### src/design/tse_pkg.sv
// Shared types and codes for the TLS SNI host name extractor.
package tse_pkg;

  localparam int unsigned CntW = 17;
  localparam logic [CntW-1:0] CntMax = '1;

  localparam logic [3:0] PH_WAIT  = 4'd0;
  localparam logic [3:0] PH_PRE   = 4'd1;
  localparam logic [3:0] PH_TOTAL = 4'd2;
  localparam logic [3:0] PH_HDR   = 4'd3;
  localparam logic [3:0] PH_BODY  = 4'd4;
  localparam logic [3:0] PH_LIST  = 4'd5;
  localparam logic [3:0] PH_TYPE  = 4'd6;
  localparam logic [3:0] PH_NLEN  = 4'd7;
  localparam logic [3:0] PH_NAME  = 4'd8;
  localparam logic [3:0] PH_DONE  = 4'd9;
  localparam logic [3:0] PH_TRAIL = 4'd10;

  localparam logic [1:0] ST_NAME      = 2'd0;
  localparam logic [1:0] ST_EMPTY     = 2'd1;
  localparam logic [1:0] ST_NO_SNI    = 2'd2;
  localparam logic [1:0] ST_MALFORMED = 2'd3;

  localparam logic [15:0] SniExtId     = 16'h0000;
  localparam logic [7:0]  HostNameType = 8'h00;

  typedef struct packed {
    logic [3:0]      phase;
    logic [15:0]     ext_total;
    logic [CntW-1:0] ext_consumed;
    logic [2:0]      hdr_cnt;
    logic [15:0]     ext_id;
    logic [15:0]     skip;
    logic [15:0]     name_rem;
  } parse_state_t;

  typedef struct packed {
    logic       valid;
    logic [7:0] name_byte;
    logic       name_last;
    logic [1:0] status;
  } result_t;

endpackage

### src/design/tse_step.sv
// Per-byte parser step: next parse state and optional result for one byte.
module tse_step
  import tse_pkg::*;
(
  input  parse_state_t state_i,
  input  logic [7:0]   data_byte_i,
  input  logic [15:0]  start_offset_i,
  input  logic         end_of_block_i,
  output parse_state_t state_o,
  output result_t      result_o
);

  parse_state_t s;
  result_t      r;

  always_comb begin
    s = state_i;
    r = '0;

    if (s.phase == PH_WAIT) begin
      s = '0;
      s.skip = start_offset_i;
      s.phase = PH_PRE;
    end
    if (s.phase == PH_PRE && s.skip == 16'd0) begin
      s.phase = PH_TOTAL;
      s.hdr_cnt = '0;
    end
    if (s.phase >= PH_HDR && s.phase != PH_DONE && s.ext_consumed != CntMax) begin
      s.ext_consumed = s.ext_consumed + CntW'(1);
    end

    unique case (s.phase)
      PH_PRE: begin
        s.skip = s.skip - 16'd1;
      end
      PH_TOTAL: begin
        s.ext_total = {s.ext_total[7:0], data_byte_i};
        s.hdr_cnt = s.hdr_cnt + 3'd1;
        if (s.hdr_cnt >= 3'd2) begin
          s.hdr_cnt = '0;
          s.phase = (s.ext_consumed < {1'b0, s.ext_total}) ? PH_HDR : PH_TRAIL;
        end
      end
      PH_HDR: begin
        if (s.hdr_cnt < 3'd2) begin
          s.ext_id = {s.ext_id[7:0], data_byte_i};
        end else begin
          s.skip = {s.skip[7:0], data_byte_i};
        end
        s.hdr_cnt = s.hdr_cnt + 3'd1;
        if (s.hdr_cnt >= 3'd4) begin
          s.hdr_cnt = '0;
          if (s.ext_id == SniExtId) begin
            s.phase = PH_LIST;
          end else if (s.skip == 16'd0) begin
            s.phase = (s.ext_consumed < {1'b0, s.ext_total}) ? PH_HDR : PH_TRAIL;
          end else begin
            s.phase = PH_BODY;
          end
        end
      end
      PH_BODY: begin
        s.skip = s.skip - 16'd1;
        if (s.skip == 16'd0) begin
          s.hdr_cnt = '0;
          s.phase = (s.ext_consumed < {1'b0, s.ext_total}) ? PH_HDR : PH_TRAIL;
        end
      end
      PH_LIST: begin
        s.hdr_cnt = s.hdr_cnt + 3'd1;
        if (s.hdr_cnt >= 3'd2) begin
          s.hdr_cnt = '0;
          s.phase = PH_TYPE;
        end
      end
      PH_TYPE: begin
        if (data_byte_i != HostNameType) begin
          r = '{valid: 1'b1, name_byte: 8'd0, name_last: 1'b1, status: ST_MALFORMED};
          s.phase = PH_DONE;
        end else begin
          s.name_rem = '0;
          s.hdr_cnt = '0;
          s.phase = PH_NLEN;
        end
      end
      PH_NLEN: begin
        s.name_rem = {s.name_rem[7:0], data_byte_i};
        s.hdr_cnt = s.hdr_cnt + 3'd1;
        if (s.hdr_cnt >= 3'd2) begin
          s.hdr_cnt = '0;
          if (s.name_rem == 16'd0) begin
            r = '{valid: 1'b1, name_byte: 8'd0, name_last: 1'b1, status: ST_EMPTY};
            s.phase = PH_DONE;
          end else begin
            s.phase = PH_NAME;
          end
        end
      end
      PH_NAME: begin
        s.name_rem = s.name_rem - 16'd1;
        if (s.name_rem == 16'd0) begin
          r = '{valid: 1'b1, name_byte: data_byte_i, name_last: 1'b1, status: ST_NAME};
          s.phase = PH_DONE;
        end else if (end_of_block_i) begin
          r = '{valid: 1'b1, name_byte: 8'd0, name_last: 1'b1, status: ST_MALFORMED};
          s.phase = PH_DONE;
        end else begin
          r = '{valid: 1'b1, name_byte: data_byte_i, name_last: 1'b0, status: ST_NAME};
        end
      end
      default: begin
      end
    endcase

    if (end_of_block_i) begin
      if (s.phase != PH_DONE) begin
        r.valid = 1'b1;
        r.name_byte = 8'd0;
        r.name_last = 1'b1;
        r.status = (s.phase == PH_TRAIL && s.ext_consumed == {1'b0, s.ext_total}) ?
                   ST_NO_SNI : ST_MALFORMED;
      end
      s.phase = PH_WAIT;
    end
  end

  assign state_o  = s;
  assign result_o = r;

endmodule

### src/design/tls_sni_hostname_extractor.sv
// Top level of the TLS SNI host name extractor: input register, parser, result register.
//
// Input stream: one message byte per beat. s_axis_tdata carries the byte and the
// extensions offset (sampled on the first beat of a block); s_axis_tlast marks the
// last byte of the block.
// Output stream: at most one result per input beat. m_axis_tdata is a host name
// byte, m_axis_tuser the status (name byte, empty name, no SNI, malformed) and
// m_axis_tlast the final result of the block.
// Each input beat passes the input register, then the parser step, then the result
// register; a result is held back further only while the output is stalled.
// Throughput: one byte per cycle while the output is not stalled; the parser step
// between the two registers is combinational.
// Reset clears both registers' valid flags and the parser state; the parser then
// waits for the first byte of a block.
// While the receiver stalls, the result holds; one more byte waits in the input
// register and s_axis_tready drops until the result is taken.
module tls_sni_hostname_extractor
  import tse_pkg::*;
(
  input  logic        clk_i,
  input  logic        rst_ni,
  input  logic        s_axis_tvalid,
  output logic        s_axis_tready,
  input  logic [23:0] s_axis_tdata,  // [7:0] data_byte, [23:8] start_offset
  input  logic        s_axis_tlast,  // end_of_block
  output logic        m_axis_tvalid,
  input  logic        m_axis_tready,
  output logic [7:0]  m_axis_tdata,  // [7:0] name_byte
  output logic [1:0]  m_axis_tuser,  // [1:0] status
  output logic        m_axis_tlast   // name_last
);

  logic         in_valid_q;
  logic [7:0]   in_byte_q;
  logic [15:0]  in_offset_q;
  logic         in_eob_q;
  parse_state_t state_q, state_d;
  result_t      result_d;
  logic         out_valid_q;
  logic [7:0]   out_byte_q;
  logic         out_last_q;
  logic [1:0]   out_status_q;
  logic         out_free;
  logic         advance;

  assign out_free      = !out_valid_q || m_axis_tready;
  assign advance       = in_valid_q && out_free;
  assign s_axis_tready = !in_valid_q || advance;

  tse_step u_step (
    .state_i        (state_q),
    .data_byte_i    (in_byte_q),
    .start_offset_i (in_offset_q),
    .end_of_block_i (in_eob_q),
    .state_o        (state_d),
    .result_o       (result_d)
  );

  always_ff @(posedge clk_i or negedge rst_ni) begin
    if (!rst_ni) begin
      in_valid_q  <= 1'b0;
      out_valid_q <= 1'b0;
      state_q     <= '0;
    end else begin
      if (s_axis_tready) begin
        in_valid_q <= s_axis_tvalid;
      end
      if (advance) begin
        state_q     <= state_d;
        out_valid_q <= result_d.valid;
      end else if (m_axis_tready) begin
        out_valid_q <= 1'b0;
      end
    end
  end

  always_ff @(posedge clk_i) begin
    if (s_axis_tready && s_axis_tvalid) begin
      in_byte_q   <= s_axis_tdata[7:0];
      in_offset_q <= s_axis_tdata[23:8];
      in_eob_q    <= s_axis_tlast;
    end
    if (advance && result_d.valid) begin
      out_byte_q   <= result_d.name_byte;
      out_last_q   <= result_d.name_last;
      out_status_q <= result_d.status;
    end
  end

  assign m_axis_tvalid = out_valid_q;
  assign m_axis_tdata  = out_byte_q;
  assign m_axis_tlast  = out_last_q;
  assign m_axis_tuser  = out_status_q;

endmodule

### config.mk
export PLATFORM = sky130hd
export DESIGN_NAME = tls_sni_hostname_extractor
export DESIGN_NICKNAME = d
export VERILOG_FILES = /design/src/design/tse_pkg.sv /design/src/design/tse_step.sv /design/src/design/tls_sni_hostname_extractor.sv
export SDC_FILE = /design/constraint.sdc
export NUM_CORES = 1
export LEC_CHECK = 0
export ABC_CLOCK_PERIOD_IN_PS = 8330
export BUFFER_PORTS_ARGS = -buffer_cell sky130_fd_sc_hd__buf_2
export CORE_MARGIN = 4
export CORE_UTILIZATION = 45
export CTS_CLUSTER_DIAMETER = 200
export DETAILED_ROUTE_END_ITERATION = 8
export SLEW_MARGIN = 5
export SYNTH_ARGS = -nofsm -noshare
export SYNTH_HDL_FRONTEND = slang
export SYNTH_SLANG_ARGS = --single-unit
export TNS_END_PERCENT = 10
### constraint.sdc
create_clock -name clk_i -period 8.33 [get_ports clk_i]
set_clock_uncertainty 0.2 [all_clocks]
set_input_delay 2.0825 -clock clk_i [delete_from_list [all_inputs] [get_ports clk_i]]
set_output_delay 2.0825 -clock clk_i [all_outputs]
set_load 0.05 [all_outputs]
Yosys cells after proc, flatten, opt, wreduce, memory -nomap -nowiden
Index checks and enable logic that the tools add are counted. Widths: inputs -> output; s select.

Register bits: 126. Bits of input ports: 29. Output and inout port bits: 13. Logic and storage cells: 105.

Add/sub/neg operators: 4. Order comparisons: 6. Eq/ne operators: 14. Multiplexer cells: 44. Reductions and logical operators: 22.

Operator list (number): $mux 16 (7); $logic_not 16->1 (6); $mux 88 (1); $mux 12 (6); $mux 4 (14); $pmux 16 s3 (1); $pmux 12 s3 (1); $lt 17x16->1 (2); $pmux 16 s2 (1); $sub 16x1->16 const B (2); $pmux 4 s7 (1); $add 17x1->17 const B (1); $eq 17x16->1 (1); $mux 17 (1); $ne 17x17->1 const B (1); $eq 4x3->1 const B (4); $mux 3 (5); $pmux 3 s4 (1); $mux 11 (1); $eq 4x1->1 const B (2); $eq 4x2->1 const B (2); $eq 4x4->1 const B (2); $ne 4x4->1 const B (2); $reduce_bool 8->1 (1); other kinds (13) (24).

Logic depth before layout (Yosys ltp)
Depth after elaboration: 21. Gate-level depth with buffers: 28. Gate-level depth less buffers: 24.

By module
A second synthesis with hierarchy kept.

Cell total of the unflattened synthesis: 1001. Area, all modules: 9376.5 sq um.

Modules (own cells, without submodules): tse_step (instances 1, cells an instance 769, area each 4854.7 sq um, seq. area each 0.0 sq um); tls_sni_hostname_extractor (instances 1, cells an instance 232, area each 4521.8 sq um, seq. area each 3333.2 sq um).

Least setup slack after synthesis
No wires, ideal clock.

Path kind: flip-flop to flip-flop. Start: register state_q[85] in the netlist's numbering. End: register out_byte_q[0], in the netlist m_axis_tdata[0], enable pin. Setup time: 382 ps. Data arrival time: 6145 ps. Data required time: 7748 ps. Slack: 1603 ps. Stages on the path, launching flop included: 29. Path buffers: 7. Clock period less this slack: 6727 ps. Cells stage by stage: dfrtp_1 or4_1 buf_2 buf_2 clkbuf_1 clkbuf_1 clkbuf_1 clkbuf_1 buf_1 nand3_1 nor3_1 ha_1 inv_1 o211ai_1 nor3_1 nand3_1 xor2_1 nor2_1 ha_1 o21a_1 o21ai_0 or4_1 a21oi_1 or4b_2 nand3b_1 o2111ai_1 a211oi_1 o21ai_2 a21oi_1.

RTL lines: start, declared (RTL line tls_sni_hostname_extractor.sv:37) `parse_state_t state_q, state_d;`; start signal, assigned (RTL line tls_sni_hostname_extractor.sv:69) `state_q <= state_d;`; end signal, assigned (RTL line tls_sni_hostname_extractor.sv:84) `out_byte_q <= result_d.name_byte;`; end, declared (RTL line tls_sni_hostname_extractor.sv:40) `logic [7:0] out_byte_q;`.

==> summary.md <==
The core footprint was 19000 um^2. For this run, design rule violations remaining after detail routing come to 0. At the worst endpoint, the required time is 8170 ps.

Clock-pin slew was measured on the worst setup and hold paths at 60 ps. Slowest stage cell on the critical path: a21oi_1. STA classifies the critical path endpoint as a flip-flop. The arrival time at the worst endpoint was 6870 ps; the peak clock frequency supported by timing was 142 MHz.

The path type of the worst setup path was reg2reg. The logs give 8044 for the via count and 0 for the post-detailed-route count of antenna-violating nets. The run gives 17 as the number of buffers created by CTS.

In this run, synthesis inferred 36 flip-flops with an integrated enable. The worst path in the final design needs a cycle of 7030 ps, including I/O delays and setup. The global routing usage summed across all routing layers is 24.9%, and the fraction of layout cells with a size suffix above 1 is 11.4%. Dividing total power by cell area gives a power density of 182 nW/um^2. The total congestion overflow is 0, and the share of the clock period used by the worst path is 84.4%.

CTS saw 126 sinks. For the clock insertion delay at the later pin of the skew report, the log shows 430 ps. The largest net degree at the start of global routing came out at 60. After detailed routing, the number of vias per cell comes to 6.19. The register bit total from synthesis is 126, and the cell count after synthesis is 1016. The final layout contains 1092 nets.

For this design the static power due to leakage is 4.14 nW. Before antenna repair, the detailed router went through 5 iterations. In this run, post-CTS repair resized a total of 0 instances.

The logs give 0 for the number of endpoints with negative hold slack in the final report and 0 for the number of setup violations in the final report. The total of buffers placed on input and output ports was 41; the H-tree level count was 4. IR analysis of the VDD net gives a maximum drop of 123 uV. The cell repeated most along the worst path was ha_1. Sequential cells were found to cover 37.9% of the synthesized design area. The HPWL after detailed placement is 19300 um. Summed over all layers, the routed wires come to 27000 um. Setup repair after global routing left no endpoint under its margin. Across the run, the number of max-cap violations was 0.

The root buffer cell chosen for the clock tree is clkbuf_16. Async set-or-reset flop fraction in the synthesized netlist: 71.4%. Prior to clock tree synthesis, the placed netlist has a worst setup slack of 1410 ps.

The number of global-route vias before repair was 7534; the number of distinct standard cells referenced by the synthesized netlist was 69. For this design, the CTS-stage hold fixing added 0 buffers. The tools report the worst slew slack as a fraction of its limit as 30.9%.

TritonCTS built the clock tree. For the number of max-slew violations in the final report, the log shows 0. After routing the design area is 9720 um^2. The average instance in the mapped netlist occupies 8.65 um^2.

In the final routed layout, each cell accounts on average for 20.8 um. The transition time of the tightest slew-check pin works out to 1040 ps. The tools report the initial antenna violation count as 0. The synthesis-to-finish area growth is 10.6%, and the number of placement rows is 50. Summing all placed instances gives a cell area of 9180 um^2. For the antenna diode count, the log shows 0. In this run the cell area of the synthesized design comes to 8790 um^2. The delay of the slowest cell on the worst path works out to 830 ps. The worst path meets setup with 1300 ps of slack. The worst-case clock buffer depth is 2. Startpoint kind of the worst setup timing path: a flip-flop.

The vertical die dimension was 148 um; the maximum fanout along the worst path was 21. Adding up every negative setup slack in the final design gives 0 ps. In this run the horizontal extent of the chip is 148 um. For this run, the leading register cell type out of synthesis is dfrtp_1. During I/O placement, the number of pins put on the boundary was 42. Post-CTS setup repair buffer count: 0.

The logs give 46.4% for the starting utilization of the core area and 1082 for the total nets after synthesis. Routability congestion estimate from global placement: 0.926. Across all hold checks on the routed design, the worst slack comes to 283 ps. The min-delay analysis places its worst path in the category reg2reg. The die covers 21800 um^2. Number of synthesis warnings: 0.

The flow ran to the end, and the final reports show no timing, DRC or antenna violations. The DRC violation total after the first TritonRoute iteration came out at 657. The first global-routing pass estimated 43100 um of wire.
[sequential cells by signal, indices dropped and copies added (netlist names)]
signal / cells
state_q: 88
m_axis_tuser: 2
m_axis_tvalid: 1
in_offset_q: 16
in_valid_q: 1
in_eob_q: 1
m_axis_tdata: 8
m_axis_tlast: 1
in_byte_q: 8
[worst max-delay path, delay by kind of cell (launching register included)]
kind	cells	cell delay (ps)
AO/OA/AOI/OAI	8	2060
XOR/XNOR	1	290
adder cells (fa/ha/maj)	3	810
buffers and inverters	3	360
flip-flops	1	370
AND/OR/NAND/NOR	10	2560
[where the power goes]
group          switching, mW  internal [mW]  total [mW]
clock                  0.309          0.384       0.692
combinational          0.215          0.106       0.321
sequential            0.0769          0.680       0.757
[routing by layer]
metal	GRT usage (%)	vias up	wire length (um)
met4	7.83	0	627
met3	3.95	51	1400
met5	0	-	0
met2	40.0	284	12700
li1	-	3797	-
met1	34.5	3912	12300
[Yosys cell counts, drive strengths merged, types with 4 or more instances]
| master | count | area share [%] |
|---|---|---|
| a22o | 27 | 2.7 |
| a22oi | 17 | 1.5 |
| o311ai | 4 | 0.40 |
| nor3 | 38 | 2.2 |
| a21o | 10 | 0.85 |
| o21a | 8 | 0.68 |
| nand2b | 8 | 0.57 |
| inv | 20 | 0.85 |
| dfrtp | 90 | 26 |
| mux2 | 12 | 1.6 |
| nor2b | 5 | 0.36 |
| and2 | 12 | 0.85 |
| nand2 | 154 | 6.6 |
| nand3 | 22 | 1.3 |
| o22ai | 4 | 0.28 |
| nand4 | 21 | 1.5 |
| or2 | 4 | 0.28 |
| xor2 | 22 | 2.2 |
| ha | 37 | 5.3 |
| buf | 12 | 0.58 |
| nor4 | 24 | 1.9 |
| edfxtp | 36 | 12 |
| and3 | 11 | 0.78 |
| xnor2 | 30 | 3.0 |
| or3 | 6 | 0.43 |
| a32o | 10 | 1.1 |
| mux2i | 23 | 2.6 |
| o21ai | 67 | 3.9 |
| o211ai | 4 | 0.34 |
| or4 | 11 | 0.98 |
| a221oi | 8 | 0.80 |
| clkbuf | 51 | 2.2 |
| a31oi | 7 | 0.50 |
| a21oi | 56 | 3.3 |
| o31ai | 8 | 0.68 |
| nand3b | 4 | 0.34 |
| nor2 | 83 | 3.5 |
| o41ai | 4 | 0.61 |
| a211oi | 7 | 0.60 |
[layout by cell type, fill, tap and decap left out, drive strengths merged, types with 27 or more instances in the layout]
cell type / count
o21ai: 67
a21oi: 56
a22o: 27
edfxtp: 36
ha: 37
nor2: 83
buf: 54
nor3: 38
nand2: 154
dfrtp: 90
xnor2: 30
[worst paths after layout]
path,end,startpoint,cells past startpoint,slack [ps]
max reg2reg,m_axis_tdata[5],state_q[85],25,1300
max,m_axis_tdata[5],state_q[85],25,1300
min reg2reg,state_q[48],state_q[48],1,280
min,state_q[48],state_q[48],1,280
min in group asynchronous,state_q[58],rst_ni,1,1400
max in group asynchronous,state_q[70],rst_ni,2,5390
[through the flow]
step	util [%]	cells	power (mW)
floorplan	-	1016	0.975
global placement	48.4	1267	1.08
detailed placement	48.4	1267	1.08
CTS	51.3	1299	1.78
global route	51.3	1299	1.85
finish	51.3	1299	1.77
[kinds of logic after synthesis]
logic type,after synthesis,share of synthesized area [%]
multiplexers,35,4.20
AND/OR/NAND/NOR,412,22.5
AO/OA/AOI/OAI,271,21.4
adder cells (fa/ha/maj),37,5.27
XOR/XNOR,52,5.18
buffers and inverters,83,3.61
flip-flops,126,37.9
[layout make-up]
cell class,count,area (um^2)
repair buffers,54,305
clock inverters,15,114
flip-flops and latches,126,3330
multi-input cells,807,5140
fillers,1841,9230
clock buffers,17,425
well taps,260,325
inverters,20,75.1
Power figures use the tool's default switching activity.
